<file path="config.mk">
export PLATFORM = sky130hd
export DESIGN_NAME = virtual_trackball_rotation_core
export DESIGN_NICKNAME = d
export VERILOG_FILES = /design/src/rtl/vtr_pkg.sv /design/src/rtl/vtr_isqrt.sv /design/src/rtl/vtr_mac.sv /design/src/rtl/virtual_trackball_rotation_core.sv
export SDC_FILE = /design/constraint.sdc
export NUM_CORES = 1
export LEC_CHECK = 0
export ABC_AREA = 1
export BUFFER_PORTS_ARGS = -buffer_cell sky130_fd_sc_hd__buf_4
export CAP_MARGIN = 40
export CORE_MARGIN = 5
export CORE_UTILIZATION = 60
export DETAILED_ROUTE_END_ITERATION = 12
export PLACE_DENSITY = 0.78
export SYNTH_ARGS = -nofsm -noshare
export SYNTH_HDL_FRONTEND = slang
export SYNTH_SLANG_ARGS = --single-unit
</file>
<file path="constraint.sdc">
create_clock -name clk_i -period 12.5 [get_ports clk_i]
set_input_delay 2.5 -clock clk_i [delete_from_list [all_inputs] [get_ports clk_i]]
set_output_delay 2.5 -clock clk_i [all_outputs]
set_load 0.05 [all_outputs]
</file>
<file path="src/rtl/vtr_pkg.sv">
// Shared types and constants for the virtual trackball rotation core.
`timescale 1ns / 1ps
`default_nettype none

package vtr_pkg;

  localparam int COORD_BITS_DEF = 13;
  localparam int REG_W          = 12;
  localparam int AXIS_W         = 27;
  localparam int ANGLE_W        = 14;
  localparam int CFG_IDX_W      = 1;

  localparam logic [REG_W-1:0] WIDTH_RST  = 12'd640;
  localparam logic [REG_W-1:0] HEIGHT_RST = 12'd480;

  // configuration register indexes
  localparam logic [CFG_IDX_W-1:0] REG_WINDOW_WIDTH  = 1'b0;
  localparam logic [CFG_IDX_W-1:0] REG_WINDOW_HEIGHT = 1'b1;

  // operation codes
  localparam logic OP_BEGIN = 1'b0;
  localparam logic OP_MOVE  = 1'b1;

  typedef enum logic [2:0] {
    S_IDLE,
    S_MUL,
    S_ACC,
    S_RSTART,
    S_ROOT,
    S_WAIT
  } state_e;

  // one entry per product of the multiply-accumulate program
  typedef enum logic [3:0] {
    ST_RR,
    ST_DXDX,
    ST_DYDY,
    ST_AX_P,
    ST_AX_N,
    ST_AY_P,
    ST_AY_N,
    ST_AZ_P,
    ST_AZ_N,
    ST_TXTX,
    ST_TYTY,
    ST_TZTZ
  } step_e;

  typedef struct packed {
    logic mul_en;  // register the product
    logic acc_en;  // fold the product into the accumulator
    logic clear;   // start a new sum
    logic sub;     // subtract instead of add
  } mac_ctrl_t;

endpackage

`default_nettype wire

</file>
<file path="src/rtl/vtr_isqrt.sv">
// Iterative floor square root, one root bit per cycle.
`timescale 1ns / 1ps
`default_nettype none

module vtr_isqrt #(
  parameter int RW = 30
) (
  input  wire logic              clk_i,
  input  wire logic              rst_ni,
  input  wire logic              start_i,
  input  wire logic [RW-1:0]     rad_i,
  output logic                   done_o,
  output logic [RW/2-1:0]        root_o
);

  localparam int HW  = RW / 2;
  localparam int CW  = $clog2(HW);

  logic [RW-1:0]   rad_q, rad_d;
  logic [HW:0]     rem_q, rem_d;
  logic [HW-1:0]   root_q, root_d;
  logic [CW-1:0]   cnt_q, cnt_d;
  logic            busy_q, busy_d;
  logic            done_q, done_d;

  logic [HW+2:0]   rem_sh;
  logic [HW+2:0]   trial;
  logic [HW+2:0]   diff;
  logic            ge;

  assign rem_sh = {rem_q, rad_q[RW-1:RW-2]};
  assign trial  = {1'b0, root_q, 2'b01};
  assign diff   = rem_sh - trial;
  assign ge     = (rem_sh >= trial);

  always_comb begin
    rad_d  = rad_q;
    rem_d  = rem_q;
    root_d = root_q;
    cnt_d  = cnt_q;
    busy_d = busy_q;
    done_d = 1'b0;
    if (start_i) begin
      rad_d  = rad_i;
      rem_d  = '0;
      root_d = '0;
      cnt_d  = '0;
      busy_d = 1'b1;
    end else if (busy_q) begin
      rad_d  = {rad_q[RW-3:0], 2'b00};
      rem_d  = ge ? diff[HW:0] : rem_sh[HW:0];
      root_d = {root_q[HW-2:0], ge};
      cnt_d  = cnt_q + CW'(1);
      if (cnt_q == CW'(HW - 1)) begin
        busy_d = 1'b0;
        done_d = 1'b1;
      end
    end
  end

  always_ff @(posedge clk_i or negedge rst_ni) begin
    if (!rst_ni) begin
      busy_q <= 1'b0;
      done_q <= 1'b0;
      cnt_q  <= '0;
    end else begin
      busy_q <= busy_d;
      done_q <= done_d;
      cnt_q  <= cnt_d;
    end
  end

  always_ff @(posedge clk_i) begin
    rad_q  <= rad_d;
    rem_q  <= rem_d;
    root_q <= root_d;
  end

  assign done_o = done_q;
  assign root_o = root_q;

endmodule

`default_nettype wire

</file>
<file path="src/rtl/vtr_mac.sv">
// Shared multiplier with registered product and accumulator.
`timescale 1ns / 1ps
`default_nettype none

module vtr_mac #(
  parameter int MW = 15,
  parameter int AW = 32
) (
  input  wire logic                clk_i,
  input  wire vtr_pkg::mac_ctrl_t  ctrl_i,
  input  wire logic signed [MW-1:0] a_i,
  input  wire logic signed [MW-1:0] b_i,
  output logic signed [AW-1:0]     acc_o
);

  localparam int PW = 2 * MW;

  logic signed [PW-1:0] prod_q;
  logic signed [AW-1:0] acc_q, acc_d;
  logic signed [AW-1:0] base;
  logic signed [AW-1:0] prod_x;

  assign base   = ctrl_i.clear ? '0 : acc_q;
  assign prod_x = AW'(prod_q);

  always_comb begin
    acc_d = acc_q;
    if (ctrl_i.acc_en) begin
      acc_d = ctrl_i.sub ? (base - prod_x) : (base + prod_x);
    end
  end

  always_ff @(posedge clk_i) begin
    if (ctrl_i.mul_en) begin
      prod_q <= a_i * b_i;
    end
    acc_q <= acc_d;
  end

  assign acc_o = acc_q;

endmodule

`default_nettype wire

</file>
<file path="src/rtl/virtual_trackball_rotation_core.sv">
// Top level of the virtual trackball rotation core: sequencer and datapath registers.
//
// Usage:
//   Configuration: cfg_we_i writes cfg_data_i into window_width (index 0) or
//   window_height (index 1); write only while the core is idle.
//   Input channel (in_valid_i / in_stall_o): one transfer carries an operation
//   and a pointer position. Begin drag stores the mapped sphere vector as the
//   start vector and yields no result; move yields one result transfer.
//   Output channel (out_valid_o / out_stall_i): axis = start x end, angle_x2 =
//   floor length of (end - start).
//   Sequence: the core takes one transfer at a time. A begin drag runs three
//   products and one square root; a move runs all twelve products and two
//   square roots, then loads its result. The time is set by the one shared
//   multiplier (a multiply state and an accumulate state per product) and
//   the bit-serial square root used twice, with MW = max(COORD_BITS, 12) + 2
//   root bits per use. in_stall_o is high for the whole computation.
//   A finished result sits in the output register; the core takes the next
//   item meanwhile, and only holds in its final state if a second result is
//   ready while the first is still stalled.
//   Reset: registers return to 640 x 480, the start vector to zero, no
//   result pending.
`timescale 1ns / 1ps
`default_nettype none

module virtual_trackball_rotation_core #(
  parameter int COORD_BITS = vtr_pkg::COORD_BITS_DEF
) (
  input  wire logic                             clk_i,
  input  wire logic                             rst_ni,
  // configuration
  input  wire logic                             cfg_we_i,
  input  wire logic [vtr_pkg::CFG_IDX_W-1:0]    cfg_index_i,
  input  wire logic [vtr_pkg::REG_W-1:0]        cfg_data_i,
  // input channel
  input  wire logic                             in_valid_i,
  output logic                                  in_stall_o,
  input  wire logic                             operation_i,
  input  wire logic signed [COORD_BITS-1:0]     pointer_x_i,
  input  wire logic signed [COORD_BITS-1:0]     pointer_y_i,
  // output channel
  output logic                                  out_valid_o,
  input  wire logic                             out_stall_i,
  output logic signed [vtr_pkg::AXIS_W-1:0]     axis_x_o,
  output logic signed [vtr_pkg::AXIS_W-1:0]     axis_y_o,
  output logic signed [vtr_pkg::AXIS_W-1:0]     axis_z_o,
  output logic [vtr_pkg::ANGLE_W-1:0]           angle_x2_o
);

  localparam int REG_W   = vtr_pkg::REG_W;
  localparam int AXIS_W  = vtr_pkg::AXIS_W;
  localparam int ANGLE_W = vtr_pkg::ANGLE_W;
  // offset from center: pointer minus up to 2047
  localparam int DX_W = ((COORD_BITS > REG_W) ? COORD_BITS : REG_W) + 1;
  // multiplier operand, wide enough for end - start
  localparam int MW   = DX_W + 1;
  localparam int PW   = 2 * MW;
  localparam int AW   = PW + 2;

  // ---------------------------------------------------------------------------
  // Configuration registers
  // ---------------------------------------------------------------------------
  logic [REG_W-1:0] width_q, height_q;

  always_ff @(posedge clk_i or negedge rst_ni) begin
    if (!rst_ni) begin
      width_q  <= vtr_pkg::WIDTH_RST;
      height_q <= vtr_pkg::HEIGHT_RST;
    end else if (cfg_we_i) begin
      unique case (cfg_index_i)
        vtr_pkg::REG_WINDOW_WIDTH:  width_q  <= cfg_data_i;
        vtr_pkg::REG_WINDOW_HEIGHT: height_q <= cfg_data_i;
        default: ;
      endcase
    end
  end

  // ---------------------------------------------------------------------------
  // Sequencer state
  // ---------------------------------------------------------------------------
  vtr_pkg::state_e state_q, state_d;
  vtr_pkg::step_e  step_q, step_d;

  logic in_xfer, out_xfer;
  logic root_done;
  logic [MW-1:0] root;
  logic signed [AW-1:0] acc;
  vtr_pkg::mac_ctrl_t mac_ctrl;
  logic root_start;
  logic group_end;

  assign in_stall_o = (state_q != vtr_pkg::S_IDLE);
  assign in_xfer    = in_valid_i && !in_stall_o;
  assign out_xfer   = out_valid_o && !out_stall_i;

  // last product of each sum
  always_comb begin
    group_end = 1'b0;
    unique case (step_q) inside
      vtr_pkg::ST_DYDY, vtr_pkg::ST_AX_N, vtr_pkg::ST_AY_N,
      vtr_pkg::ST_AZ_N, vtr_pkg::ST_TZTZ: group_end = 1'b1;
      default:                            group_end = 1'b0;
    endcase
  end

  // ---------------------------------------------------------------------------
  // Datapath registers
  // ---------------------------------------------------------------------------
  logic                    op_q;
  logic signed [DX_W-1:0]  dx_q, dy_q;    // end vector offsets
  logic [REG_W-1:0]        r_q;           // sphere radius
  logic [REG_W-1:0]        ez_q;
  logic signed [DX_W-1:0]  sdx_q, sdy_q;  // start vector
  logic [REG_W-1:0]        sdz_q;
  logic signed [AXIS_W-1:0] ax_q, ay_q, az_q;
  logic [ANGLE_W-1:0]      angle_q;
  logic                    out_valid_q;
  logic signed [AXIS_W-1:0] out_ax_q, out_ay_q, out_az_q;
  logic [ANGLE_W-1:0]      out_angle_q;

  logic signed [DX_W-1:0] half_w, half_h;
  logic                   load_out;

  assign half_w   = DX_W'($signed({1'b0, width_q[REG_W-1:1]}));
  assign half_h   = DX_W'($signed({1'b0, height_q[REG_W-1:1]}));
  assign load_out = (state_q == vtr_pkg::S_WAIT) && (!out_valid_q || !out_stall_i);

  // ---------------------------------------------------------------------------
  // Next-state logic
  // ---------------------------------------------------------------------------
  always_comb begin
    state_d = state_q;
    step_d  = step_q;
    unique case (state_q)
      vtr_pkg::S_IDLE: begin
        if (in_xfer) begin
          state_d = vtr_pkg::S_MUL;
          step_d  = vtr_pkg::ST_RR;
        end
      end
      vtr_pkg::S_MUL: state_d = vtr_pkg::S_ACC;
      vtr_pkg::S_ACC: begin
        if (step_q == vtr_pkg::ST_DYDY || step_q == vtr_pkg::ST_TZTZ) begin
          state_d = vtr_pkg::S_RSTART;
        end else begin
          state_d = vtr_pkg::S_MUL;
          step_d  = vtr_pkg::step_e'(step_q + 4'd1);
        end
      end
      vtr_pkg::S_RSTART: state_d = vtr_pkg::S_ROOT;
      vtr_pkg::S_ROOT: begin
        if (root_done) begin
          if (step_q == vtr_pkg::ST_TZTZ) begin
            state_d = vtr_pkg::S_WAIT;
          end else if (op_q == vtr_pkg::OP_BEGIN) begin
            state_d = vtr_pkg::S_IDLE;
          end else begin
            state_d = vtr_pkg::S_MUL;
            step_d  = vtr_pkg::ST_AX_P;
          end
        end
      end
      vtr_pkg::S_WAIT: begin
        if (load_out) begin
          state_d = vtr_pkg::S_IDLE;
        end
      end
      default: state_d = vtr_pkg::S_IDLE;
    endcase
  end

  // ---------------------------------------------------------------------------
  // Output decode: MAC control, operand selection, root start
  // ---------------------------------------------------------------------------
  logic signed [MW-1:0] r_s, dx_s, dy_s, ez_s, sdx_s, sdy_s, sdz_s;
  logic signed [MW-1:0] tx_s, ty_s, tz_s;
  logic signed [MW-1:0] opa, opb;
  logic [PW-1:0]        rad;

  assign r_s   = MW'($signed({1'b0, r_q}));
  assign ez_s  = MW'($signed({1'b0, ez_q}));
  assign sdz_s = MW'($signed({1'b0, sdz_q}));
  assign dx_s  = MW'(dx_q);
  assign dy_s  = MW'(dy_q);
  assign sdx_s = MW'(sdx_q);
  assign sdy_s = MW'(sdy_q);
  assign tx_s  = dx_s - sdx_s;
  assign ty_s  = dy_s - sdy_s;
  assign tz_s  = ez_s - sdz_s;

  // a negative r^2 - d^2 means off the sphere: root of zero
  assign rad = acc[AW-1] ? '0 : acc[PW-1:0];

  always_comb begin
    mac_ctrl        = '0;
    mac_ctrl.mul_en = (state_q == vtr_pkg::S_MUL);
    mac_ctrl.acc_en = (state_q == vtr_pkg::S_ACC);
    root_start      = (state_q == vtr_pkg::S_RSTART);
    opa = r_s;
    opb = r_s;
    unique case (step_q)
      vtr_pkg::ST_RR:   begin opa = r_s;   opb = r_s;  mac_ctrl.clear = 1'b1; end
      vtr_pkg::ST_DXDX: begin opa = dx_s;  opb = dx_s; mac_ctrl.sub   = 1'b1; end
      vtr_pkg::ST_DYDY: begin opa = dy_s;  opb = dy_s; mac_ctrl.sub   = 1'b1; end
      vtr_pkg::ST_AX_P: begin opa = sdy_s; opb = ez_s; mac_ctrl.clear = 1'b1; end
      vtr_pkg::ST_AX_N: begin opa = sdz_s; opb = dy_s; mac_ctrl.sub   = 1'b1; end
      vtr_pkg::ST_AY_P: begin opa = sdz_s; opb = dx_s; mac_ctrl.clear = 1'b1; end
      vtr_pkg::ST_AY_N: begin opa = sdx_s; opb = ez_s; mac_ctrl.sub   = 1'b1; end
      vtr_pkg::ST_AZ_P: begin opa = sdx_s; opb = dy_s; mac_ctrl.clear = 1'b1; end
      vtr_pkg::ST_AZ_N: begin opa = sdy_s; opb = dx_s; mac_ctrl.sub   = 1'b1; end
      vtr_pkg::ST_TXTX: begin opa = tx_s;  opb = tx_s; mac_ctrl.clear = 1'b1; end
      vtr_pkg::ST_TYTY: begin opa = ty_s;  opb = ty_s; end
      vtr_pkg::ST_TZTZ: begin opa = tz_s;  opb = tz_s; end
      default: ;
    endcase
  end

  // ---------------------------------------------------------------------------
  // Shared units
  // ---------------------------------------------------------------------------
  vtr_mac #(
    .MW (MW),
    .AW (AW)
  ) u_mac (
    .clk_i  (clk_i),
    .ctrl_i (mac_ctrl),
    .a_i    (opa),
    .b_i    (opb),
    .acc_o  (acc)
  );

  vtr_isqrt #(
    .RW (PW)
  ) u_isqrt (
    .clk_i   (clk_i),
    .rst_ni  (rst_ni),
    .start_i (root_start),
    .rad_i   (rad),
    .done_o  (root_done),
    .root_o  (root)
  );

  // ---------------------------------------------------------------------------
  // Registers
  // ---------------------------------------------------------------------------
  always_ff @(posedge clk_i or negedge rst_ni) begin
    if (!rst_ni) begin
      state_q     <= vtr_pkg::S_IDLE;
      step_q      <= vtr_pkg::ST_RR;
      out_valid_q <= 1'b0;
      sdx_q       <= '0;
      sdy_q       <= '0;
      sdz_q       <= '0;
    end else begin
      state_q <= state_d;
      step_q  <= step_d;
      if (load_out) begin
        out_valid_q <= 1'b1;
      end else if (out_xfer) begin
        out_valid_q <= 1'b0;
      end
      // begin drag: latch the mapped vector as the new start
      if (state_q == vtr_pkg::S_ROOT && root_done && step_q == vtr_pkg::ST_DYDY &&
          op_q == vtr_pkg::OP_BEGIN) begin
        sdx_q <= dx_q;
        sdy_q <= dy_q;
        sdz_q <= root[REG_W-1:0];
      end
    end
  end

  always_ff @(posedge clk_i) begin
    if (in_xfer) begin
      op_q <= operation_i;
      dx_q <= DX_W'(pointer_x_i) - half_w;
      dy_q <= DX_W'(pointer_y_i) - half_h;
      r_q  <= (width_q > height_q) ? height_q : width_q;
    end
    if (state_q == vtr_pkg::S_ROOT && root_done) begin
      if (step_q == vtr_pkg::ST_DYDY) begin
        ez_q <= root[REG_W-1:0];
      end else begin
        angle_q <= root[ANGLE_W-1:0];
      end
    end
    // a finished sum sits in the accumulator until the next group clears it
    if (state_q == vtr_pkg::S_MUL) begin
      case (step_q)
        vtr_pkg::ST_AY_P: ax_q <= acc[AXIS_W-1:0];
        vtr_pkg::ST_AZ_P: ay_q <= acc[AXIS_W-1:0];
        vtr_pkg::ST_TXTX: az_q <= acc[AXIS_W-1:0];
        default: ;
      endcase
    end
    if (load_out) begin
      out_ax_q    <= ax_q;
      out_ay_q    <= ay_q;
      out_az_q    <= az_q;
      out_angle_q <= angle_q;
    end
  end

  assign out_valid_o = out_valid_q;
  assign axis_x_o    = out_ax_q;
  assign axis_y_o    = out_ay_q;
  assign axis_z_o    = out_az_q;
  assign angle_x2_o  = out_angle_q;

  // ---------------------------------------------------------------------------
  // Assertions
  // ---------------------------------------------------------------------------
  a_result_from_wait: assert property (@(posedge clk_i) disable iff (!rst_ni)
    $rose(out_valid_o) |-> $past(state_q == vtr_pkg::S_WAIT))
    else $error("result raised outside the final state");

  a_root_in_root_state: assert property (@(posedge clk_i) disable iff (!rst_ni)
    root_done |-> (state_q == vtr_pkg::S_ROOT))
    else $error("square root finished while not awaited");

  a_accept_starts_program: assert property (@(posedge clk_i) disable iff (!rst_ni)
    in_xfer |=> (state_q == vtr_pkg::S_MUL && step_q == vtr_pkg::ST_RR))
    else $error("accepted transfer did not start the product program");

  a_angle_sum_nonneg: assert property (@(posedge clk_i) disable iff (!rst_ni)
    (state_q == vtr_pkg::S_RSTART && step_q == vtr_pkg::ST_TZTZ) |-> !acc[AW-1])
    else $error("squared distance negative");

  a_group_end_before_root: assert property (@(posedge clk_i) disable iff (!rst_ni)
    (state_q == vtr_pkg::S_RSTART) |-> group_end)
    else $error("square root started mid-sum");

endmodule

`default_nettype wire

</file>
==> reports/metrics.yaml <==
drv_cap: 0
synthTopCellsByArea: "edfxtp_1 31%, fa_1 14%, nand2_1 9.1%"
final_area_um2: 36290
drv_slew: 0
synth_compound_area_share_pct: 8.119
hold_class: "reg -> reg"
finalCriticalPeriod_ns: 8.316
vias: 26000
critPathMaxStageDelay_ns: 0.91
critPathSlowestCell: "fa_1"
crit_path_end_kind: "flop"
first_pass_iters: 7
wl_um: 86460
dpl_cell_area_um2: 34720
synthSimpleGateAreaFrac_pct: 19.16
grt_max_degree: 81
ys_ff_latch: 444
fmax_mhz: 120.2
worstSetupStartpointType: "flop"
rsz0062_at_grt: "no"
cpMostUsedCell: "inv_1"
area_growth_pct: 10.51
final_cell_mix: "797 x nand2_1, 714 x inv_1, 358 x nor2_1"
worstMarginPinSlew_ns: 0.9137
ir_drop_uv: 96.62
cts_buffers: 46
finClkSkew_ns: 0.02797
grt_pass1_vias: 26130
crit_required_ns: 12.85
cts_num_sinks: 444
final-setup-viol-count: 0
io_buffer_count: 141
cts_hold_buf: 0
hold_viol_final: 0
grt_util_all_layers_pct: 29.27
wl_per_cell_um: 18.59
synth_cell_types: 56
layout_commonest_cell: "nand2_1"
gr-total-overflow: 0
die_width_um: 243.9
synthCells: 3763
routed_via_density: 5.590
fin_nets: 4400
syn_nets: 4247
ys_seq_area_share_pct: 38.49
yosysTopAreaCell: "edfxtp_1"
cp_max_fo: 12
cts_root_buffer: "clkbuf_16"
ys.flop_type: "edfxtp_1"
cellPowerDensity_nw_per_um2: 87.48
status: "finished clean"
synthMuxAreaShare_pct: 0
cts_tree: "built"
clk_latency_ns: 0.61
ioPinCount: 142
drive_gt1_share_pct: 7.992
synth-xor-area-share_pct: 3.014
postCtsResizedCells: 0
ant_nets: 0
setup_tns_ns: 0
cts_max_level: 2
rows: 85
p_leak_nw: 17.43
die_y_um: 243.9
cts.path.max_buffers: 3
clkSlewWorstSetupHoldPaths_ns: 0.07
syn_area_um2: 32840
arrival_ns: 8.67
synth_top_family_by_area: "adder cells"
antenna_found_initial: 0
synth_edf_count: 335
yosysTopAreaCellShare_pct: 30.63
hpwl_um: 68340
dieArea_um2: 59510
drc: 0
finalCritPeriodShare_pct: 66.53
post-cts-setup-buffer-count: 0
coreArea_um2: 54030
start_util_pct: 60.78
grt_pass1_wl_um: 138500
syn_area_per_cell_um2: 8.727
synth_warnings: 0
globalplace.congestion: 1.028
synthArstFlopShare_pct: 17.57
synthAdderAreaFrac_pct: 21.94
first_iter_violations: 2212
relSlewSlack_pct: 38.86
crit_type: "reg -> reg"
## final cells by class
type                            count  area (µm²)
Tap cell                          696       870.8
Clock buffer                       57        1222
Fill cell                        4475       17740
Timing Repair Buffer              164        1275
Antenna cell                        1       2.502
Multi-Input combinational cell   2529       17190
Inverter                          731        2744
Sequential cell                   444       12640
Clock inverter                     29       344.1
## metrics by stage
| stage | setup slack, ns | instances | utilization (%) | hold slack, ns | power (mW) |
|---|---|---|---|---|---|
| floorplan | 4.930 | 3763 | - | 0.4003 | 1.741 |
| global placement | 4.357 | 4560 | 64.13 | 0.4006 | 1.788 |
| detailed placement | 4.269 | 4564 | 64.27 | 0.4045 | 1.792 |
| CTS | 4.231 | 4650 | 67.17 | 0.4113 | 3.197 |
| global route | 3.572 | 4650 | 67.17 | 0.4206 | 3.286 |
| finish | 4.184 | 4651 | 67.17 | 0.4135 | 3.175 |
## synthesized netlist by cell type (13+ instances only)
cell	number
nand2_1	798
inv_1	714
nor2_1	362
edfxtp_1	335
fa_1	228
ha_1	211
nand3_1	204
o21ai_0	200
a21oi_1	159
xor2_1	82
dfrtp_1	72
nand4_1	40
nor3_1	34
dfxtp_1	31
xnor2_1	31
clkbuf_1	30
a22oi_1	16
buf_2	16
inv_2	16
o22ai_1	15
o21bai_1	13
or2_2	13
## power breakdown
| group | switching [mW] | total (mW) | internal [mW] | leakage (nW) |
|---|---|---|---|---|
| Sequential | 0.0111 | 1.60 | 1.59 | 4.26 |
| Combinational | 0.0969 | 0.160 | 0.0634 | 12.4 |
| Clock | 0.585 | 1.41 | 0.825 | 0.767 |
| Total | 0.693 | 3.17 | 2.48 | 17.4 |
## state kept, by name, indices dropped and copies added, names as in the netlist, 14 cells and up
| register | flops |
|---|---|
| u_mac.prod_q | 30 |
| u_mac.acc_o | 32 |
| u_isqrt.rad_q | 30 |
| dx_q | 14 |
| angle_q | 14 |
| ax_q | 27 |
| u_isqrt.rem_q | 16 |
| ay_q | 27 |
| sdy_q | 14 |
| axis_y_o | 27 |
| axis_x_o | 27 |
| sdx_q | 14 |
| angle_x2_o | 14 |
| u_isqrt.root_o | 15 |
| dy_q | 14 |
| az_q | 27 |
| axis_z_o | 27 |
## routing by layer
metal	wire (µm)	global-route usage [%]
met5	0	0
met4	4179	12.33
met3	5980	4.695
met2	40220	48.05
met1	36080	39.19
## critical path, delay by kind of cell, from the launching register on
kind | cells | cell delay (ns)
buf+inv | 7 | 0.61
simple gates | 5 | 1.86
fa+ha+maj | 8 | 4.21
flops | 1 | 0.40
xor+xnor | 1 | 0.15
compound gates | 5 | 0.82
## final timing paths
kind                                           endpoint             startpoint  slack [ns]  cells after the start
setup / recovery             u_mac.prod_q[27]$_DFFE_PP_  step_q[0]$_DFFE_PN0P_        4.18                     26
hold / removal                  angle_x2_o[3]$_DFFE_PP_   angle_q[3]$_DFFE_PP_        0.41                      0
setup reg to reg             u_mac.prod_q[27]$_DFFE_PP_  step_q[0]$_DFFE_PN0P_        4.18                     26
hold reg to reg                 angle_x2_o[3]$_DFFE_PP_   angle_q[3]$_DFFE_PP_        0.41                      0
max in group asynchronous  u_isqrt.cnt_q[0]$_DFFE_PN0P_                 rst_ni        9.58                      2
min in group asynchronous       width_q[11]$_DFFE_PN0P_                 rst_ni        1.80                      1
## cell families (layout without fill, tap and decap cells)
kind of cell	after synthesis	in the layout
other	0	1
adders and majority gates	439	439
xor gates and xnor gates	113	113
AOI/OAI and AO/OA	472	472
DFF	444	444
and+or+nand+nor	1505	1505
buffers and inverters	790	981
Power figures use the tool's default switching activity.
